==> config.mk <==
export PLATFORM = sky130hd
export DESIGN_NAME = preemptive_priority_scheduler
export DESIGN_NICKNAME = d
export VERILOG_FILES = /design/src/pps_pkg.sv /design/src/pps_task_mem.sv /design/src/pps_pick.sv /design/src/preemptive_priority_scheduler.sv
export SDC_FILE = /design/constraint.sdc
export NUM_CORES = 1
export LEC_CHECK = 0
export ABC_AREA = 1
export ABC_CLOCK_PERIOD_IN_PS = 3800
export BUFFER_PORTS_ARGS = -buffer_cell sky130_fd_sc_hd__buf_2
export CELL_PAD_IN_SITES_DETAIL_PLACEMENT = 0
export CELL_PAD_IN_SITES_GLOBAL_PLACEMENT = 2
export CORE_UTILIZATION = 39
export DETAILED_ROUTE_END_ITERATION = 7
export PLACE_DENSITY_LB_ADDON = 0.1
export SETUP_SLACK_MARGIN = 0.15
export SLEW_MARGIN = 10
export SYNTH_ARGS = -nofsm -noshare
export SYNTH_HDL_FRONTEND = slang
export SYNTH_SLANG_ARGS = --single-unit
==> constraint.sdc <==
create_clock -name clk -period 3.8 [get_ports clk]
set_input_delay 0.19 -clock clk [delete_from_list [all_inputs] [get_ports clk]]
set_output_delay 0.19 -clock clk [all_outputs]
set_load 0.005 [all_outputs]
==> src/pps_pkg.sv <==
// pps_pkg: shared constants and types for the preemptive priority scheduler
// no dependencies; imported by every module of the block
`default_nettype none

package pps_pkg;

  localparam int MAX_TASKS = 16;
  localparam int TASK_W    = (MAX_TASKS > 1) ? $clog2(MAX_TASKS) : 1;
  localparam int CNT_W     = $clog2(MAX_TASKS + 1);
  localparam int TIME_W    = 17;
  localparam int OUT_IDX_W = 4;
  localparam int PRIO_W    = 8;
  localparam int BURST_W   = 8;
  localparam int ARR_W     = 16;

  // one stored task
  typedef struct packed {
    logic [BURST_W-1:0] burst;
    logic [PRIO_W-1:0]  prio;
    logic [ARR_W-1:0]   arrival;
    logic [BURST_W-1:0] remain;
  } task_rec_t;

  // scan control from the sequencer to the pick unit
  typedef struct packed {
    logic              clear;
    logic              cmp;
    logic [TASK_W-1:0] idx;
  } scan_ctl_t;

  // pick unit result after a full scan
  typedef struct packed {
    logic              found;
    logic [TASK_W-1:0] idx;
    task_rec_t         rec;
    logic [ARR_W-1:0]  min_arrival;
  } pick_t;

endpackage

`default_nettype wire

==> src/pps_task_mem.sv <==
// pps_task_mem: task table, one write port and one registered read port
// depends on pps_pkg
`default_nettype none

module pps_task_mem (
  input  wire logic                      clk,
  input  wire logic                      we,
  input  wire logic [pps_pkg::TASK_W-1:0] waddr,
  input  wire pps_pkg::task_rec_t        wdata,
  input  wire logic [pps_pkg::TASK_W-1:0] raddr,
  output pps_pkg::task_rec_t             rdata
);
  import pps_pkg::*;

  task_rec_t mem [MAX_TASKS];
  task_rec_t rdata_r;

  always_ff @(posedge clk) begin
    if (we) begin
      mem[waddr] <= wdata;
    end
    rdata_r <= mem[raddr];
  end

  assign rdata = rdata_r;

endmodule

`default_nettype wire

==> src/pps_pick.sv <==
// pps_pick: running selection over the task table, one entry per cycle
// depends on pps_pkg; fed by pps_task_mem read data
`default_nettype none

module pps_pick (
  input  wire logic                       clk,
  input  wire logic                       rst_n,
  input  wire pps_pkg::scan_ctl_t         ctl,
  input  wire pps_pkg::task_rec_t         rec,
  input  wire logic [pps_pkg::TIME_W-1:0] sim_time,
  output pps_pkg::pick_t                  pick
);
  import pps_pkg::*;

  logic              found_r;
  logic [TASK_W-1:0] idx_r;
  task_rec_t         rec_r;
  logic [PRIO_W:0]   best_prio_r;
  logic [ARR_W-1:0]  min_arr_r;
  logic              ready;

  assign ready = (rec.remain != '0) &&
                 ({{(TIME_W-ARR_W){1'b0}}, rec.arrival} <= sim_time);

  always_ff @(posedge clk) begin
    if (!rst_n) begin
      found_r <= 1'b0;
    end else if (ctl.clear) begin
      found_r <= 1'b0;
    end else if (ctl.cmp && ready && ({1'b0, rec.prio} < best_prio_r)) begin
      found_r <= 1'b1;
    end
  end

  always_ff @(posedge clk) begin
    if (ctl.clear) begin
      best_prio_r <= {1'b1, {PRIO_W{1'b0}}};
      min_arr_r   <= '1;
    end else if (ctl.cmp) begin
      if (ready && ({1'b0, rec.prio} < best_prio_r)) begin
        best_prio_r <= {1'b0, rec.prio};
        idx_r       <= ctl.idx;
        rec_r       <= rec;
      end
      // earliest arrival among unfinished tasks, for skipping idle ticks
      if ((rec.remain != '0) && (rec.arrival < min_arr_r)) begin
        min_arr_r <= rec.arrival;
      end
    end
  end

  always_comb begin
    pick.found       = found_r;
    pick.idx         = idx_r;
    pick.rec         = rec_r;
    pick.min_arrival = min_arr_r;
  end

endmodule

`default_nettype wire

==> src/preemptive_priority_scheduler.sv <==
// preemptive_priority_scheduler: top level, load sequencer and tick loop
// depends on pps_pkg, pps_task_mem and pps_pick
//
//   channel   ports                                   handshake
//   load      in_burst_ticks in_task_priority         start & !busy
//             in_arrival_tick in_last_task
//   result    out_task_index out_wait_ticks           out_strobe, one cycle
//             out_turnaround_ticks out_last_done
//
// the last load starts the run and raises busy
// each tick is a scan of the task table through its single read port, then
// one write-back of the charged task
// a stretch with no ready task is crossed in one tick step
// reset clears counters and state only; no clearing pass over the table
// results cannot be stalled; busy falls as the last result is shown
`default_nettype none

module preemptive_priority_scheduler (
  input  wire logic                            clk,
  input  wire logic                            rst_n,
  input  wire logic                            start,
  output logic                                 busy,
  input  wire logic [pps_pkg::BURST_W-1:0]     in_burst_ticks,
  input  wire logic [pps_pkg::PRIO_W-1:0]      in_task_priority,
  input  wire logic [pps_pkg::ARR_W-1:0]       in_arrival_tick,
  input  wire logic                            in_last_task,
  output logic                                 out_strobe,
  output logic [pps_pkg::OUT_IDX_W-1:0]        out_task_index,
  output logic [pps_pkg::TIME_W-1:0]           out_wait_ticks,
  output logic [pps_pkg::TIME_W-1:0]           out_turnaround_ticks,
  output logic                                 out_last_done
);
  import pps_pkg::*;

  localparam logic [1:0] ST_IDLE   = 2'd0;
  localparam logic [1:0] ST_SCAN   = 2'd1;
  localparam logic [1:0] ST_UPDATE = 2'd2;

  logic [1:0]        state_r, state_nxt;
  logic [CNT_W-1:0]  loaded_r, loaded_nxt;
  logic [CNT_W-1:0]  done_r, done_nxt;
  logic [CNT_W-1:0]  scan_r, scan_nxt;
  logic [TIME_W-1:0] time_r, time_nxt;

  logic              mem_we;
  logic [TASK_W-1:0] mem_waddr;
  task_rec_t         mem_wdata;
  task_rec_t         mem_rdata;
  scan_ctl_t         scan_ctl;
  pick_t             pick;

  logic              load_acc;
  logic [BURST_W-1:0] burst_clamped;
  task_rec_t         charged;
  logic              finish;
  logic [TIME_W-1:0] tick_end;
  logic [TIME_W-1:0] tat;

  logic              strobe_r, strobe_nxt;
  logic [OUT_IDX_W-1:0] idx_out_r;
  logic [TIME_W-1:0] wait_out_r, tat_out_r;
  logic              last_out_r;

  assign load_acc      = start && (state_r == ST_IDLE);
  assign burst_clamped = (in_burst_ticks == '0) ? BURST_W'(1) : in_burst_ticks;

  always_comb begin
    charged        = pick.rec;
    charged.remain = pick.rec.remain - BURST_W'(1);
  end

  assign finish   = pick.found && (charged.remain == '0);
  assign tick_end = time_r + TIME_W'(1);
  assign tat      = tick_end - TIME_W'(pick.rec.arrival);

  always_comb begin
    scan_ctl.clear = (state_r == ST_SCAN) && (scan_r == '0);
    scan_ctl.cmp   = (state_r == ST_SCAN) && (scan_r != '0);
    scan_ctl.idx   = TASK_W'(scan_r - CNT_W'(1));
  end

  always_comb begin
    state_nxt  = state_r;
    loaded_nxt = loaded_r;
    done_nxt   = done_r;
    scan_nxt   = scan_r;
    time_nxt   = time_r;
    strobe_nxt = 1'b0;
    mem_we     = 1'b0;
    mem_waddr  = TASK_W'(loaded_r);
    mem_wdata  = '{burst: burst_clamped, prio: in_task_priority,
                   arrival: in_arrival_tick, remain: burst_clamped};
    unique case (state_r)
      ST_IDLE: begin
        if (load_acc) begin
          if (loaded_r < CNT_W'(MAX_TASKS)) begin
            mem_we     = 1'b1;
            loaded_nxt = loaded_r + CNT_W'(1);
          end
          if (in_last_task) begin
            state_nxt = ST_SCAN;
            scan_nxt  = '0;
            time_nxt  = '0;
            done_nxt  = '0;
          end
        end
      end
      ST_SCAN: begin
        scan_nxt = scan_r + CNT_W'(1);
        if (scan_r == loaded_r) begin
          state_nxt = ST_UPDATE;
        end
      end
      ST_UPDATE: begin
        scan_nxt  = '0;
        state_nxt = ST_SCAN;
        if (pick.found) begin
          mem_we    = 1'b1;
          mem_waddr = pick.idx;
          mem_wdata = charged;
          time_nxt  = tick_end;
          if (finish) begin
            strobe_nxt = 1'b1;
            done_nxt   = done_r + CNT_W'(1);
          end
        end else begin
          time_nxt = TIME_W'(pick.min_arrival);
        end
        if (finish && (done_r + CNT_W'(1) == loaded_r)) begin
          state_nxt  = ST_IDLE;
          loaded_nxt = '0;
          done_nxt   = '0;
          time_nxt   = '0;
        end
      end
      default: begin
        state_nxt = ST_IDLE;
      end
    endcase
  end

  always_ff @(posedge clk) begin
    if (!rst_n) begin
      state_r  <= ST_IDLE;
      loaded_r <= '0;
      done_r   <= '0;
      scan_r   <= '0;
      time_r   <= '0;
      strobe_r <= 1'b0;
    end else begin
      state_r  <= state_nxt;
      loaded_r <= loaded_nxt;
      done_r   <= done_nxt;
      scan_r   <= scan_nxt;
      time_r   <= time_nxt;
      strobe_r <= strobe_nxt;
    end
  end

  always_ff @(posedge clk) begin
    if (strobe_nxt) begin
      idx_out_r  <= OUT_IDX_W'(pick.idx);
      tat_out_r  <= tat;
      wait_out_r <= tat - TIME_W'(pick.rec.burst);
      last_out_r <= (done_r + CNT_W'(1) == loaded_r);
    end
  end

  pps_task_mem u_mem (
    .clk   (clk),
    .we    (mem_we),
    .waddr (mem_waddr),
    .wdata (mem_wdata),
    .raddr (TASK_W'(scan_r)),
    .rdata (mem_rdata)
  );

  pps_pick u_pick (
    .clk      (clk),
    .rst_n    (rst_n),
    .ctl      (scan_ctl),
    .rec      (mem_rdata),
    .sim_time (time_r),
    .pick     (pick)
  );

  assign busy                 = (state_r != ST_IDLE);
  assign out_strobe           = strobe_r;
  assign out_task_index       = idx_out_r;
  assign out_wait_ticks       = wait_out_r;
  assign out_turnaround_ticks = tat_out_r;
  assign out_last_done        = last_out_r;

  a_strobe_after_update: assert property (@(posedge clk) disable iff (!rst_n)
    out_strobe |-> $past(state_r == ST_UPDATE))
    else $error("result without a write-back");

  a_done_bounded: assert property (@(posedge clk) disable iff (!rst_n)
    (state_r != ST_IDLE) |-> (done_r < loaded_r))
    else $error("completion count overran the loaded set");

  a_loaded_bounded: assert property (@(posedge clk) disable iff (!rst_n)
    loaded_r <= CNT_W'(MAX_TASKS))
    else $error("task table overfilled");

  a_last_ends_run: assert property (@(posedge clk) disable iff (!rst_n)
    (out_strobe && out_last_done) |-> (state_r == ST_IDLE))
    else $error("run continued after final completion");

endmodule

`default_nettype wire
==> results of run 1 <==
==> per-stage QoR <==
step | TNS [ns] | utilization | cells | hold WS [ns] | setup slack, ns
3_5_place_dp | -0.0976 | 0.420 | 4202 | 0.389 | -0.0639
4_1_cts | 0 | 0.456 | 4376 | 0.0230 | 0.136
5_1_grt | 0 | 0.458 | 4383 | 0.0743 | 0.0967
6_report | 0 | 0.458 | 4383 | 0.0639 | 0.397
3_3_place_gp | -0.0160 | 0.420 | 4202 | 0.385 | -0.0160
2_1_floorplan | 0 | - | 3011 | 0.313 | 0.217
==> registers in the layout, summed over array words and instances, names as in the netlist <==
register	cells
done_r	5
u_pick.best_prio_r	9
out_turnaround_ticks	17
out_task_index	4
u_pick.pick	40
scan_r	5
state_r	2
u_pick.idx_r	4
time_r	17
u_pick.min_arr_r	16
u_mem.mem	640
u_pick.found_r	1
out_wait_ticks	17
out_strobe	1
out_last_done	1
loaded_r	5
u_mem.rdata	40
==> cell usage after synthesis (2+ instances only) <==
cell type / instances
nor4_1: 5
o21ai_2: 2
nand3_1: 106
a21oi_1: 44
xor2_1: 29
o21ai_1: 2
nand2_1: 510
buf_1: 11
nor2_2: 3
a31oi_1: 4
clkbuf_1: 107
buf_6: 2
buf_2: 25
inv_2: 7
dfxtp_1: 101
ha_1: 70
clkinv_1: 2
xnor2_1: 7
nor3_1: 14
o22ai_1: 171
a21o_1: 2
nor2_1: 430
nand3b_1: 4
nor2_4: 3
fa_1: 2
edfxtp_1: 723
inv_1: 176
nand4_1: 59
o21ai_0: 378
==> how the worst min path moves through the flow <==
stage / start / to / slack, ns / cells after the start
after global placement: u_mem.rdata[32] / u_pick.pick[48] / 0.39 / 0
after floorplan: rst_n / done_r[0] / 0.31 / 2
after detailed placement: u_mem.rdata[39] / u_pick.pick[55] / 0.39 / 0
after global routing: in_arrival_tick[9] / u_mem.mem[9][17] / 0.07 / 4
final: in_arrival_tick[11] / u_mem.mem[12][19] / 0.06 / 4
after CTS: in_arrival_tick[9] / u_mem.mem[10][17] / 0.02 / 4
==> power by group <==
part / internal [W] / switching (W)
registers: 0.0101 / 0.000195
clock network: 0.00530 / 0.00357
logic: 0.000553 / 0.00116
==> kinds of logic (layout without fill, tap and decap cells) <==
logic type | after synthesis | in the layout | share of synthesized area
DFF | 824 | 824 | 0.693
AOI/OAI and AO/OA | 608 | 608 | 0.0965
adders and majority gates | 72 | 72 | 0.0268
buffers and inverters | 330 | 547 | 0.0375
and+or+nand+nor | 1141 | 1141 | 0.137
xor gates and xnor gates | 36 | 36 | 0.00921
==> critical path, delay by kind of cell (launching register included) <==
| family | cells | cell delay, ns |
|---|---|---|
| flip-flops | 1 | 0.33 |
| AND/OR/NAND/NOR | 12 | 1.21 |
| buffers and inverters | 4 | 0.41 |
| AO/OA/AOI/OAI | 2 | 0.28 |
| adder cells (fa/ha/maj) | 2 | 0.56 |
| XOR/XNOR | 2 | 0.37 |
==> layout make-up <==
cell class / count / area, µm² / share of cell area
flip-flops and latches: 824 / 23700 / 0.596
repair buffers: 192 / 1370 / 0.0345
multi-input cells: 1857 / 9530 / 0.239
clock buffers: 126 / 2550 / 0.0640
clock inverters: 44 / 470 / 0.0118
inverters: 185 / 704 / 0.0177
well taps: 1155 / 1450 / 0.0363
==> metal layers <==
metal / share of wire / up-vias
li1: - / 11000
met1: 0.44 / 11700
met2: 0.48 / 665
met3: 0.057 / 131
met4: 0.020 / 2
met5: 0.000068 / -
==> cell usage in the layout, fill, tap and decap left out, types with 7 or more instances in the layout <==
cell,synthesis,final
a21oi_1,44,42
buf_12,0,9
buf_2,25,76
buf_4,0,103
bufinv_16,0,9
clkbuf_1,107,22
clkbuf_16,0,92
clkbuf_8,0,12
clkinv_1,2,16
clkinv_2,0,13
dfxtp_1,101,98
edfxtp_1,723,723
ha_1,70,65
inv_1,176,170
inv_2,7,12
nand2_1,510,505
nand3_1,106,104
nand4_1,59,59
nor2_1,430,406
nor2_4,3,24
nor3_1,14,12
o21ai_0,378,375
o22ai_1,171,171
xnor2_1,7,7
xor2_1,29,25
==> what timing repair did <==
item,CTS,global route
cloned,0,0
pin swaps,1,14
hold buffers,3,1
gates resized for setup,4,35
setup endpoints to repair,7,8
endpoints found under the hold margin,7,1
setup buffers,1,5
==> results.yml, run 1 <==
outcome:
  status: "finished, final reports clean"
synthesis:
  yosysTopAreaCellShare: 0.634
  ys_seq_area_frac: 0.693
  async_flop_share: 0
  yosysTopAreaCell: "edfxtp_1"
  yosys-top-cells-area: "edfxtp_1, dfxtp_1, nand2_1"
  yosys_warnings: 0
  synth-main-ff-cell: "edfxtp_1"
  syn-num-nets: 3119
  ys_types: 41
  synth.avg_cell_area_um2: 11.4
  syn_inst: 3011
  synth-edff-count: 723
  synth-seq-cells: 824
  syn_area_um2: 34200
cells_and_area:
  drive_above_1_share: 0.123
  fill_cells: 7916
  postLayoutCellArea_um2: 39800
  area_growth_pct: 16.3
  nets: 3259
  antenna_cells: 0
clock_network:
  cts.sink_count: 824
  cts_tree: "yes"
  cts_buffers: 91
  path_clk_slew_ns: 0.06
  cts-root-buf: "clkbuf_16"
  htree_levels: 3
  insertion_delay_ns: 0.65
  clock_path_buffers: 3
hold_path:
  hold_class: "input port to register"
grt:
  grt_util_met1: 0.311
  antenna_found_initial: 2
  busiest_layer: "met2"
  grt_max_degree: 211
  grtUsageMet2: 0.384
  gr-total-overflow: 0
  grt_util_met3: 0.0360
  grt_use_total: 0.230
  grt_pass1_wl_um: 151000
  grt_pass1_vias: 22900
setup_path:
  crit_type: "register to register"
  critPathMaxFanout: 5
  end_kind: "register"
  arrival_ns: 3.79
  path_common_cell: "nand2_1"
  crit_start: "time_r[1]"
  required_ns: 4.19
  timing.rr.end: "out_wait_ticks[15]"
  rr_worst_depth: 22
  slowest_stage: "dfxtp_2"
  rrSetupSlack_ns: 0.40
  crit_end: "out_wait_ticks[15]"
  critPathLaunchType: "register"
  slowest_delay_ns: 0.33
  crit_chain: "buf_4 > inv_1 > nor3_4 > nand2_2 > xor2_2 > ha_1 > buf_4 > nand2_1 > nand2_1 > inv_2 > nand2_2 > xor2_4 > ha_4 > a21o_1 > a31oi_1 > nand2_1 > nand2_2 > nand3_4 > nor2_4 > nand3_1 > nand2_1 > nand2_1"
  reg2reg_from: "time_r[1]"
floorplanning:
  die_y_um: 298
  die_width_um: 298
  io_pins: 77
  die_area_um2: 89000
  initial_utilization: 0.394
  placementRows: 108
  core-area_um2: 86900
timing:
  finalSetupViolCount: 0
  fmax_mhz: 294
  period_share: 0.896
  slew-limit-headroom: 0.252
  fin_crit_ns: 3.40
  drv_slew: 0
  tightest_slew_ns: 1.12
  finClkSkew_ns: 0.0293
  rsz0062_at_grt: "false"
  hold_viol: 0
routing:
  ant_nets: 0
  drt-initial-drc-count: 1661
  route.detailed.drc: 0
  vias: 23500
  dr.pass1.iters: 5
  via_per_inst: 5.36
  wl_um: 103000
  post_drt_wl_per_cell_um: 23.5
pwr:
  powerDensity_nw_per_um2: 525
  fin_total_pwr_w: 0.0209
  leakage_nw: 14.6
  vdd_drop_max_mv: 0.345
placed_design:
  placed_area_um2: 36500
  place_congestion: 0.821
  dp_hpwl_um: 60800
  port_buffers: 76
job:
  maxCapViolCount: 0
Power figures use the tool's default switching activity.
==> run 2, diff against run 1 <==
--- a/config.mk
+++ b/config.mk
@@ -11,7 +11,9 @@
 export CELL_PAD_IN_SITES_DETAIL_PLACEMENT = 0
 export CELL_PAD_IN_SITES_GLOBAL_PLACEMENT = 2
 export CORE_UTILIZATION = 39
+export CTS_BUF_LIST = sky130_fd_sc_hd__clkbuf_16
 export DETAILED_ROUTE_END_ITERATION = 7
+export MAX_ROUTING_LAYER = met4
 export PLACE_DENSITY_LB_ADDON = 0.1
 export SETUP_SLACK_MARGIN = 0.15
 export SLEW_MARGIN = 10
==> run 2 against run 1 <==
First-iteration DRC count rose by 7.9%. Sequential power barely moved. Clock power fell by 3.0%. Sequential share of layout area rose by 0.16 points. Count of clock-buffer cells in the layout fell by 35. Critical path type unchanged. Critical endpoint unchanged. Largest power group unchanged.
==> results.yml, run 2 (synthesis results as in run 1) <==
routing:
  vias: 23400
  dr.pass1.iters: 5
  drt-initial-drc-count: 1793
  ant_nets: 0
  via_per_inst: 5.36
  route.detailed.drc: 0
  post_drt_wl_per_cell_um: 23.5
  wl_um: 103000
placed_design:
  placed_area_um2: 36500
  port_buffers: 76
  numPlacedInstances: 4198
  place_congestion: 0.846
  dp_hpwl_um: 59600
timing:
  period_share: 0.892
  fmax_mhz: 295
  fin_setup_tns_ns: 0
  drv_slew: 0
  slew-limit-headroom: 0.167
  tightest_slew_ns: 1.25
  fin_crit_ns: 3.39
  hold_viol: 0
  rsz0062_at_grt: "true"
  finClkSkew_ns: 0.0292
  finalSetupViolCount: 0
cells_and_area:
  postLayoutCellArea_um2: 39700
  largest-register: "u_mem.mem"
  final_util: 0.457
  area_growth_pct: 16.0
  stdcell_count: 4376
  final_cell_mix: "edfxtp_1, nand2_1, nor2_1"
  largest_register_ffs: 640
  drive_above_1_share: 0.123
  nets: 3253
  fill_cells: 8012
  final_common_cell: "edfxtp_1"
floorplanning:
  core-area_um2: 86900
  die_y_um: 298
  io_pins: 77
  die_area_um2: 89000
  initial_utilization: 0.394
  die_width_um: 298
  placementRows: 108
setup_path:
  crit_type: "register to register"
  required_ns: 4.20
  arrival_ns: 3.79
  end_kind: "register"
  rr_worst_depth: 21
  critPathLaunchType: "register"
  timing.rr.end: "out_wait_ticks[15]"
  rrSetupSlack_ns: 0.41
  reg2reg_from: "time_r[2]"
  critPathMaxFanout: 5
grt:
  gr-total-overflow: 0
  grt_pass1_wl_um: 150000
  grt_pass1_vias: 22700
  antenna_found_initial: 1
  grt_max_degree: 217
  grt_use_total: 0.236
hold_path:
  hold_class: "input port to register"
  min_from: "in_arrival_tick[7]"
  hold_depth: 4
  holdPathEnd: "u_mem.mem[2][15]"
pwr:
  powerDensity_nw_per_um2: 520
  vdd_drop_max_mv: 0.366
  leakage_nw: 14.6
clock_network:
  cts.sink_count: 824
  clock_path_buffers: 3
  insertion_delay_ns: 0.66
  cts_tree: "yes"
  cts-root-buf: "clkbuf_16"
  htree_levels: 3
  cts_buffers: 90
  path_clk_slew_ns: 0.07
job:
  maxCapViolCount: 0
outcome:
  status: "finished, final reports clean"
## run 2: cell types whose count changed in the layout (fill, tap and decap cells not counted), sizes merged
cell and change:
buf -4, clkinv +13, clkbuf -35, clkinvlp +1
inv +19, bufinv -1, dlygate4sd3 -1, diode +1
## run 2: area by class of cell
type / count / area (µm²) / area share
Antenna cell: 1 / 2.50 / 0.0000630
Timing Repair Buffer: 187 / 1370 / 0.0345
Clock buffer: 91 / 2280 / 0.0573
Inverter: 185 / 704 / 0.0177
Tap cell: 1155 / 1450 / 0.0364
Clock inverter: 76 / 658 / 0.0166
Sequential cell: 824 / 23700 / 0.598
Multi-Input combinational cell: 1857 / 9510 / 0.239
## run 2: worst max path at each step
stage               from                  to  slack, ns
6_report       time_r[2]  out_wait_ticks[15]       0.41
2_1_floorplan  time_r[0]  out_wait_ticks[16]       0.22
5_1_grt        time_r[2]  out_wait_ticks[15]       0.14
3_5_place_dp   time_r[1]  out_wait_ticks[15]      -0.04
3_3_place_gp   time_r[1]  out_wait_ticks[15]       0.02
4_1_cts        time_r[0]  out_wait_ticks[16]       0.16
## run 2: timing repair
| action | 4_1_cts | 5_1_grt |
|---|---|---|
| resized for setup | 6 | 33 |
| endpoints found under the setup margin | 7 | 7 |
| setup buffers | 2 | 5 |
| hold buffers | 3 | 0 |
| pin swaps | 3 | 8 |
| cloned | 0 | 0 |
| hold endpoints to repair | 7 | 0 |
## run 2: metrics by stage
stage | setup WS (ns) | hold WS, ns | total power (W)
global route | 0.140 | 0.0650 | 0.0214
floorplan | 0.217 | 0.313 | 0.0115
detailed placement | -0.0394 | 0.389 | 0.0122
global placement | 0.0164 | 0.387 | 0.0122
CTS | 0.157 | 0.0135 | 0.0208
finish | 0.409 | 0.0354 | 0.0206
## run 2: power by group
| group | leakage, nW | internal, W | total (W) | switching [W] |
|---|---|---|---|---|
| Combinational | 5.74 | 0.000550 | 0.00172 | 0.00117 |
| Sequential | 7.36 | 0.0101 | 0.0103 | 0.000197 |
| Clock | 1.52 | 0.00494 | 0.00860 | 0.00366 |
| Total | 14.6 | 0.0156 | 0.0206 | 0.00503 |
## run 2: layer usage
metal  GRT usage  wire length [µm]  vias up
met5           -                 0        -
li1            -                 -    11000
met2       0.374             48700      619
met4      0.0661              2370        0
met3      0.0308              5680      142
met1       0.319             45900    11700
## run 2: critical path: stages (launching register included)
cell	delay [ns]
dfxtp_2	0.38
inv_2	0.09
nor3_4	0.22
nand2_2	0.10
xor2_2	0.16
ha_1	0.31
buf_4	0.16
nand2_1	0.10
inv_1	0.06
nand2_1	0.07
nand2_2	0.07
xor2_2	0.23
ha_4	0.25
a21o_1	0.16
a31oi_1	0.15
nand2_1	0.09
nand2_1	0.10
nand3_2	0.12
nor2_4	0.12
nand3_1	0.08
nand2_1	0.07
nand2_1	0.05
==> run 3, diff against run 2 <==
--- a/config.mk
+++ b/config.mk
@@ -5,13 +5,13 @@
 export SDC_FILE = /design/constraint.sdc
 export NUM_CORES = 1
 export LEC_CHECK = 0
-export ABC_AREA = 1
 export ABC_CLOCK_PERIOD_IN_PS = 3800
 export BUFFER_PORTS_ARGS = -buffer_cell sky130_fd_sc_hd__buf_2
 export CELL_PAD_IN_SITES_DETAIL_PLACEMENT = 0
 export CELL_PAD_IN_SITES_GLOBAL_PLACEMENT = 2
-export CORE_UTILIZATION = 39
+export CORE_UTILIZATION = 44
 export CTS_BUF_LIST = sky130_fd_sc_hd__clkbuf_16
+export CTS_CLUSTER_DIAMETER = 150
 export DETAILED_ROUTE_END_ITERATION = 7
 export MAX_ROUTING_LAYER = met4
 export PLACE_DENSITY_LB_ADDON = 0.1
==> run 3 against run 2 <==
Global-route usage is 0.97 points lower. Flip-flop and latch count stayed put. Die area is 14% lower. Area after synthesis is 2.7% lower. Critical path depth is 5 lower. Largest cell class unchanged. Synthesized cell count is 39% lower. Power is 2.5% lower. Clock power is 4.3% lower. Sequential power hardly changed. Utilization is 7.0 points higher. Count of clock-buffer cells in the layout is 3 lower.
==> results.yml, run 3 <==
placed_design:
  port_buffers: 76
  placed_area_um2: 36100
  place_congestion: 0.832
  dp_hpwl_um: 49000
routing:
  wl_um: 82700
  dr.pass1.iters: 5
  vias: 17600
  drt-initial-drc-count: 1377
  ant_nets: 0
  route.detailed.drc: 0
  post_drt_wl_per_cell_um: 26.6
  via_per_inst: 5.67
cells_and_area:
  final_common_cell: "edfxtp_1"
  fill_cells: 5933
  drive_above_1_share: 0.296
  area_growth_pct: 18.1
  final_cell_mix: "edfxtp_1, mux4_2, buf_4"
  final_util: 0.527
  largest_register_ffs: 640
  multi_input_area_um2: 9380
  nets: 2175
  postLayoutCellArea_um2: 39300
  regArea_um2: 23800
  largest-register: "u_mem.mem"
timing:
  fmax_mhz: 264
  finalSetupViolCount: 0
  fin_crit_ns: 3.78
  hold_viol: 0
  rsz0062_at_grt: "true"
  slew-limit-headroom: 0.280
  tightest_slew_ns: 1.08
  period_share: 0.996
  drv_slew: 0
  finClkSkew_ns: 0.0300
floorplanning:
  placementRows: 100
  die_area_um2: 76800
  initial_utilization: 0.446
  io_pins: 77
  die_y_um: 277
  core-area_um2: 74700
  die_width_um: 277
setup_path:
  crit_type: "register to register"
  critPathLaunchType: "register"
  path_delay_family: "simple AND/OR/NAND/NOR gates"
  end_kind: "register"
  timing.rr.end: "out_wait_ticks[13]"
  reg2reg_from: "time_r[0]"
  rrSetupSlack_ns: 0.02
  required_ns: 4.17
  crit_chain: "buf_6 > nand4_1 > nor4_2 > buf_4 > and3_4 > nand3_4 > xnor2_2 > ha_4 > nor3_4 > a2111oi_2 > buf_4 > o211ai_1 > a2111oi_4 > or4b_4 > buf_6 > xnor2_1"
  slowest_stage: "or4b_4"
  rr_worst_depth: 16
  slowest_delay_ns: 0.54
  critPathMaxFanout: 3
  crit_start: "time_r[0]"
  arrival_ns: 4.15
  critPathBufInv: 4
grt:
  grt_util_met1: 0.308
  grt_use_total: 0.226
  grt_pass1_vias: 18300
  antenna_found_initial: 2
  grt_max_degree: 127
  grtUsageMet2: 0.365
  grt_pass1_wl_um: 123000
  gr-total-overflow: 0
  busiest_layer: "met2"
  grt_util_met3: 0.0283
synthesis:
  synthTopCellsByCount: "edfxtp_1, mux4_2, dfxtp_1"
  syn_inst: 1834
  synth-seq-cells: 824
  yosys_warnings: 0
  synth.avg_cell_area_um2: 18.2
  syn-num-nets: 1942
  ys_types: 72
  ys_seq_area_frac: 0.713
  yosys-top-cells-area: "edfxtp_1, mux4_2, dfxtp_1"
  synth.most_common_cell: "edfxtp_1"
  async_flop_share: 0
  synth_top_family_by_area: "multiplexers"
  synth_compound_area_frac: 0.0452
  syn_area_um2: 33300
  synthMuxAreaShare: 0.139
  yosysTopAreaCellShare: 0.652
  synth_fa_ha_area_frac: 0.0275
  post_synth_xor_area_fraction: 0.0160
  synthSimpleGateAreaFrac: 0.0409
  synth-main-ff-cell: "edfxtp_1"
  yosysTopAreaCell: "edfxtp_1"
  synth-edff-count: 723
pwr:
  leakage_nw: 13.3
  fin_total_pwr_w: 0.0201
  powerDensity_nw_per_um2: 511
  vdd_drop_max_mv: 0.382
hold_path:
  hold_depth: 4
  hold_class: "input port to register"
  holdPathEnd: "u_mem.mem[15][19]"
  min_from: "in_arrival_tick[11]"
clock_network:
  path_clk_slew_ns: 0.06
  insertion_delay_ns: 0.65
  cts.sink_count: 824
  cts_tree: "yes"
  cts_buffers: 87
  cts-root-buf: "clkbuf_16"
  clock_path_buffers: 3
  htree_levels: 3
outcome:
  status: "finished, final reports clean"
job:
  maxCapViolCount: 0
run 3: cell count changes in the layout (fill, tap and decap cells not counted), sizes merged, moves of 19 or more:
cell,before,now
nand3,106,12
nand2,512,100
nor2,436,69
a21o,2,22
xnor2,7,36
inv,207,107
mux4,0,200
o22ai,171,10
buf,184,218
o211ai,0,19
nand4,60,11
o21ai,382,52
run 3: metal layers:
| layer | routed length (µm) | up-vias |
|---|---|---|
| li1 | - | 7819 |
| met1 | 36500 | 9277 |
| met2 | 41000 | 424 |
| met3 | 3730 | 110 |
| met4 | 1500 | 0 |
| met5 | 0 | - |
run 3: what timing repair did:
action,CTS,global route
hold buffers,1,2
setup buffers,11,2
setup endpoints to repair,5,7
pin swaps,11,16
hold endpoints to repair,4,3
resized for setup,20,30
run 3: area by class of cell:
| cell class | instances | share of cell area |
|---|---|---|
| clock inverters | 75 | 0.0150 |
| diodes | 1 | 0.0000636 |
| clock buffers | 88 | 0.0560 |
| repair buffers | 221 | 0.0475 |
| flip-flops and latches | 824 | 0.604 |
| multi-input cells | 847 | 0.238 |
| well taps | 969 | 0.0308 |
| inverters | 86 | 0.00843 |
run 3: kinds of logic (layout without fill, tap and decap cells):
kind of cell	after synthesis	in the layout
adders and majority gates	72	72
muxes	213	213
DFF	824	824
other	0	1
AOI/OAI and AO/OA	216	216
buffers and inverters	163	470
and+or+nand+nor	285	285
xor gates and xnor gates	61	61
run 3: report_power, final:
part           switching [W]  internal (W)  leakage, nW  total, W
sequential          0.000150        0.0101         7.36    0.0103
combinational       0.000892      0.000736         4.51   0.00163
clock                0.00358       0.00465         1.45   0.00823
run 3: worst max path at each step:
stage,endpoint,depth (start not counted)
floorplan,out_wait_ticks[15],16
global placement,out_wait_ticks[15],17
detailed placement,out_wait_ticks[15],17
CTS,out_wait_ticks[15],17
global route,out_wait_ticks[15],17
finish,out_wait_ticks[13],16
run 3: worst register-to-register path, stage by stage, from the launching register on:
cell and delay [ns]:
dfxtp_4 0.35, buf_6 0.09, nand4_1 0.13, nor4_2 0.29, buf_4 0.16, and3_4 0.20
nand3_4 0.09, xnor2_2 0.16, ha_4 0.30, nor3_4 0.04, a2111oi_2 0.32, buf_4 0.16
o211ai_1 0.14, a2111oi_4 0.32, or4b_4 0.54, buf_6 0.14, xnor2_1 0.11
run 3: stage by stage:
| stage | setup WS (ns) | hold WS [ns] | std cells | setup TNS, ns |
|---|---|---|---|---|
| detailed placement | -0.277 | 0.391 | 2929 | -0.663 |
| finish | 0.0157 | 0.0431 | 3111 | 0 |
| floorplan | 0.0797 | 0.386 | 1834 | 0 |
| CTS | -0.0801 | 0.00888 | 3104 | -0.116 |
| global route | -0.184 | 0.0760 | 3110 | -0.415 |
| global placement | -0.273 | 0.389 | 2929 | -0.654 |
